## config.mk

```make
export PLATFORM = sky130hd
export DESIGN_NAME = clrb_ctrl
export DESIGN_NICKNAME = d
export VERILOG_FILES = /design/src/rtl/assert_macros.svh /design/src/rtl/clrb_pkg.sv /design/src/rtl/clrb_ctrl.sv
export SDC_FILE = /design/constraint.sdc
export NUM_CORES = 1
export LEC_CHECK = 0
export BUFFER_PORTS_ARGS = -buffer_cell sky130_fd_sc_hd__buf_2
export CAP_MARGIN = 0
export CELL_PAD_IN_SITES_DETAIL_PLACEMENT = 1
export CELL_PAD_IN_SITES_GLOBAL_PLACEMENT = 2
export CORE_UTILIZATION = 27
export CTS_CLUSTER_SIZE = 10
export DETAILED_ROUTE_END_ITERATION = 8
export HOLD_SLACK_MARGIN = 0.15
export PLACE_DENSITY_LB_ADDON = 0.1
export SLEW_MARGIN = 30
export SYNTH_ARGS = -nofsm -noshare
export SYNTH_HDL_FRONTEND = slang
export SYNTH_SLANG_ARGS = --single-unit
```

## constraint.sdc

```tcl
create_clock -name i_clk -period 3.67 [get_ports i_clk]
set_clock_uncertainty 0.15 [all_clocks]
set_input_delay 0.1835 -clock i_clk [delete_from_list [all_inputs] [get_ports i_clk]]
set_output_delay 0.1835 -clock i_clk [all_outputs]
set_load 0.05 [all_outputs]
```

## src/rtl/assert_macros.svh

```systemverilog
// Assertion macros for the RTL that carries checks; only the top level includes them.
`ifndef ASSERT_MACROS_SVH
`define ASSERT_MACROS_SVH

// The consequent must hold in the same cycle as the antecedent.
`define ASSERT_IMP(label, clk, rst_n, ante, cons) \
    label: assert property (@(posedge clk) disable iff (!rst_n) (ante) |-> (cons)) \
        else $error("assertion failed");

// The consequent must hold in the cycle after the antecedent.
`define ASSERT_NEXT(label, clk, rst_n, ante, cons) \
    label: assert property (@(posedge clk) disable iff (!rst_n) (ante) |=> (cons)) \
        else $error("assertion failed");

// The expression must never be true.
`define ASSERT_NEVER(label, clk, rst_n, expr) \
    label: assert property (@(posedge clk) disable iff (!rst_n) !(expr)) \
        else $error("assertion failed");

`endif

```

## src/rtl/clrb_pkg.sv

```systemverilog
// Shared types and constants of the console log ring buffer.
package clrb_pkg;

    localparam int CHAR_W  = 8;
    localparam int OFF_W   = 10;
    localparam int CNT_W   = 10;

    localparam logic [CHAR_W-1:0] CH_PROMPT = 8'h3E;
    localparam logic [CHAR_W-1:0] CH_SPACE  = 8'h20;
    localparam logic [CHAR_W-1:0] CH_CR     = 8'h0D;
    localparam logic [CHAR_W-1:0] CH_LF     = 8'h0A;

    // Kind of result loaded into the output register.
    typedef enum logic [2:0] {
        SEL_PROMPT,
        SEL_SPACE,
        SEL_CHAR,
        SEL_NONE,
        SEL_READ
    } t_sel;

    typedef struct packed {
        logic capture;
        logic push;
        logic push_cr;
        logic rd_issue;
        logic load_out;
        t_sel sel;
        logic last;
    } t_dp_cmd;

    typedef struct packed {
        logic ch_is_lf;
    } t_dp_status;

endpackage

```

## src/rtl/clrb_ctrl.sv

```systemverilog
// Controller state machine of the console log ring buffer.
module clrb_ctrl
    import clrb_pkg::*;
(
    input  logic       i_clk,
    input  logic       i_rst_n,
    input  logic       i_in_valid,
    output logic       o_in_ready,
    input  logic       i_req_type,
    output logic       o_out_valid,
    input  logic       i_out_ready,
    input  logic       i_cfg_we,
    input  logic       i_cfg_wdata,
    input  t_dp_status i_status,
    output t_dp_cmd    o_cmd
);

    typedef enum logic [2:0] {
        S_IDLE,
        S_WR,
        S_PUSH_CH,
        S_RD,
        S_EMIT
    } t_state;

    t_state r_state;
    logic   r_echo;
    logic   r_line_start;
    t_sel   r_sel;
    logic   r_out_valid;

    logic in_acc;
    logic out_free;
    logic ch_done;
    t_sel char_sel;

    always_comb begin
        in_acc   = (r_state == S_IDLE) && i_in_valid;
        out_free = !r_out_valid || i_out_ready;
        // The character itself is stored in this cycle.
        ch_done  = ((r_state == S_WR) && !i_status.ch_is_lf) || (r_state == S_PUSH_CH);
        if (!r_echo) begin
            char_sel = SEL_NONE;
        end else if (r_line_start) begin
            char_sel = SEL_PROMPT;
        end else begin
            char_sel = SEL_CHAR;
        end

        o_cmd.capture  = in_acc;
        o_cmd.push     = (r_state == S_WR) || (r_state == S_PUSH_CH);
        o_cmd.push_cr  = (r_state == S_WR) && i_status.ch_is_lf;
        o_cmd.rd_issue = (r_state == S_RD);
        o_cmd.load_out = (r_state == S_EMIT) && out_free;
        o_cmd.sel      = r_sel;
        o_cmd.last     = (r_sel != SEL_PROMPT) && (r_sel != SEL_SPACE);
    end

    assign o_in_ready  = (r_state == S_IDLE);
    assign o_out_valid = r_out_valid;

    always_ff @(posedge i_clk) begin
        if (!i_rst_n) begin
            r_state      <= S_IDLE;
            r_echo       <= 1'b1;
            r_line_start <= 1'b0;
            r_sel        <= SEL_NONE;
            r_out_valid  <= 1'b0;
        end else begin
            if (i_cfg_we) begin
                r_echo <= i_cfg_wdata;
            end

            if (o_cmd.load_out) begin
                r_out_valid <= 1'b1;
            end else if (i_out_ready) begin
                r_out_valid <= 1'b0;
            end

            if (ch_done) begin
                r_sel <= char_sel;
                if (r_echo) begin
                    r_line_start <= i_status.ch_is_lf;
                end
            end

            unique case (r_state)
                S_IDLE: begin
                    if (in_acc) begin
                        r_state <= i_req_type ? S_RD : S_WR;
                    end
                end
                S_WR: begin
                    r_state <= i_status.ch_is_lf ? S_PUSH_CH : S_EMIT;
                end
                S_PUSH_CH: begin
                    r_state <= S_EMIT;
                end
                S_RD: begin
                    r_sel   <= SEL_READ;
                    r_state <= S_EMIT;
                end
                S_EMIT: begin
                    if (out_free) begin
                        if (o_cmd.last) begin
                            r_state <= S_IDLE;
                        end else begin
                            r_sel <= (r_sel == SEL_PROMPT) ? SEL_SPACE : SEL_CHAR;
                        end
                    end
                end
                default: begin
                    r_state <= S_IDLE;
                end
            endcase
        end
    end

endmodule

```

==> results_dict.tcl <==
set metrics [dict create \
    grt_pass1_wl_um 1840 \
    ir_drop_uv 258 \
    max-cap-violations 0 \
    synth_compound_area_frac 0.249 \
    antenna_left 0 \
    place.gp.congestion 0.689 \
    placed_area_um2 586 \
    cp_max_fo 1 \
    synth_xor_area_frac 0 \
    wirelength_um 1150 \
    ys_seq_area_frac 0.370 \
    drt_iter0_drc 3 \
    wl_met1_um 621 \
    fin_nets 90 \
    synth_top_area_frac 0.370 \
    route.met2.wl_um 450 \
    status "finished, final reports clean" \
    max-slew-margin-rel 0.751 \
    clkTransAtPathRegs_ns 0.07 \
    startpoint_type "input port" \
    cts_sinks 9 \
    max_stage_delay_ns 0.56 \
    firstDrtPassIters 4 \
    drive_above_1_share 0.321 \
    post-dp-hpwl_um 826 \
    finalCriticalPeriod_ns 2.11 \
    antenna_found_initial 0 \
    synth-edff-count 0 \
    finalMaxSlewViolations 0 \
    grt_pass1_vias 432 \
    worst_pin_slew_ns 0.368 \
    cts_tree "done" \
    rows 14 \
    syn_nets 64 \
    worstSetupPathDepth 6 \
    num_antenna_cells 0 \
    path_cells "dlygate4sd3_1 > buf_2 > mux2i_1 > dlygate4sd3_1 > nand2_1 > dlygate4sd3_1" \
    synth.distinct_cells 31 \
    ios 19 \
    start_util 0.305 \
    yosys-top-cells-area "dfxtp_1 37%, and3_1 3.9%, a21oi_4 3.3%" \
    path_class "in2reg" \
    postSynthAreaPerCell_um2 8.69 \
    grt_usage 0.131 \
    grt_overflow 0 \
    end_kind "flip-flop" \
    crit_family "buffers and inverters" \
    syn_inst 56 \
    hold_depth 3 \
    critPathMostFrequentCell "dlygate4sd3_1" \
    critPathBufInv 4 \
    final.setup.tns_ns 0 \
    cpMaxStageDelayCell "dlygate4sd3_1" \
    r2r_cells 4 \
    drc 0 \
    yosys_warnings 0 \
    grt_setup_unrepaired "false" \
    htree_levels 1 \
    synthArstFlopShare 0 \
    ys.flop_type "dfxtp_1" \
    clockBufferDepth 2 \
    finalHoldViolations 0 \
    die_h_um 44.5 \
    synthAdderAreaFrac 0 \
    leakagePower_uw 0.000313 \
    synth_top_family_by_area "simple AND/OR/NAND/NOR gates" \
    cp.required_ns 3.68 \
    vias_per_cell 4.51 \
    powerDensity_nw_per_um2 478 \
    synth-seq-cells 9 \
    num_vias 474 \
    synthMuxAreaShare 0.0206 \
    area_growth_pct 40.1 \
    holdCritPathClass "in2reg" \
    top_layer "met4" \
    wl_per_cell_um 11.0 \
    cp.arrival_ns 2.11 \
    design_area_um2 682 \
    fp.dieW_um 44.5 \
    grt_start_max_net_pins 11 \
    core_um2 1590 \
    dr_wl_met3_um 49 \
    fmax_mhz 475 \
    finalSetupViolCount 0 \
    yosysTopAreaCell "dfxtp_1" \
    portBuffers 18 \
    die-area_um2 1980 \
    synthesis.area_um2 487 \
    cts_root_buf "clkbuf_4" \
    numCtsBuffers 3 \
    yosys.area_share.simple 0.285 \
    post-route-period-util 0.574 \
    clk_latency_ns 0.26 \
]
-- flip-flops by register name, indices dropped and copies added (netlist names) --
signal and cells:
r_line_start 1, r_echo 1, o_out_valid 1, r_state 3, r_sel 3
-- synth_stat cells (2+ instances only) --
cell type  n
inv_1      4
nor2_1     4
nand2_1    3
a21oi_1    3
and3_1     3
o21ai_0    2
a21boi_0   2
o21a_1     2
nand2b_1   2
dfxtp_1    9
nor3b_1    2
-- metal layers --
metal | vias to the layer above | global-route usage
met1 | 207 | 0.172
met5 | - | 0
li1 | 246 | -
met4 | 0 | 0.0909
met2 | 17 | 0.191
met3 | 4 | 0.0245
-- area by class of cell --
| class | instances | area (um2) |
|---|---|---|
| fillers | 210 | 912 |
| well taps | 24 | 30.0 |
| flip-flops and latches | 9 | 180 |
| multi-input cells | 39 | 270 |
| clock buffers | 4 | 26.3 |
| inverters | 4 | 15.0 |
| repair buffers | 25 | 160 |
-- layout by cell type, fill, tap and decap left out, drive strengths merged --
master | netlist | final
a21boi | 2 | 2
a21o | 1 | 1
a21oi | 4 | 4
a31oi | 1 | 1
and2 | 1 | 1
and3 | 3 | 3
and3b | 1 | 1
buf | 2 | 18
clkbuf | 2 | 4
dfxtp | 9 | 9
dlygate4sd3 | 0 | 7
inv | 4 | 4
mux2i | 1 | 1
nand2 | 3 | 3
nand2b | 2 | 2
nand4 | 1 | 1
nor2 | 5 | 5
nor2b | 1 | 1
nor3 | 1 | 1
nor3b | 2 | 2
nor4b | 1 | 1
o21a | 2 | 2
o21ai | 2 | 2
o221a | 1 | 1
o221ai | 1 | 1
o311ai | 1 | 1
or2b | 1 | 1
or3b | 1 | 1
-- worst paths after layout --
kind         slack (ns)                 from                        end
max reg2reg        1.79  r_echo$_SDFFE_PN1P_        r_echo$_SDFFE_PN1P_
min reg2reg        0.40  r_sel[0]$_SDFF_PN1_        r_sel[0]$_SDFF_PN1_
min                0.16             i_status  r_line_start$_SDFFE_PN0P_
max                1.56          i_cfg_wdata        r_echo$_SDFFE_PN1P_
-- stage by stage --
stage / cells / utilization / total power (uW) / hold WS (ns) / setup WS (ns)
2_1_floorplan: 56 / - / 219 / 0.162 / 0.970
4_1_cts: 105 / 0.428 / 329 / 0.154 / 1.60
5_1_grt: 105 / 0.428 / 343 / 0.180 / 1.50
6_report: 105 / 0.428 / 326 / 0.161 / 1.56
3_3_place_gp: 94 / 0.367 / 242 / 0.256 / 2.05
3_5_place_dp: 94 / 0.367 / 241 / 0.257 / 2.03
-- worst reg2reg max path, cell delays in order (launching register included) --
cell and delay [ns]:
dfxtp_1 0.34, mux2i_1 0.12, dlygate4sd3_1 0.56, nand2_1 0.05, dlygate4sd3_1 0.55
-- logic make-up after synthesis --
kind of cell / count (synthesis)
muxes: 1
buffers and inverters: 8
and+or+nand+nor: 23
DFF: 9
AOI/OAI and AO/OA: 15
-- where the power goes --
part           total (uW)  leakage, uW  internal (uW)  switching [uW]
clock                81.0    0.0000150           42.1            38.9
combinational         123     0.000225           40.3            83.0
sequential            122    0.0000737            107            14.0
-- what timing repair did --
item | in CTS | in global routing
resized for setup | 0 | 0
buffers inserted | 0 | 0
hold buffers | 7 | 0
endpoints found under the hold margin | 9 | 0
Power figures use the tool's default switching activity.
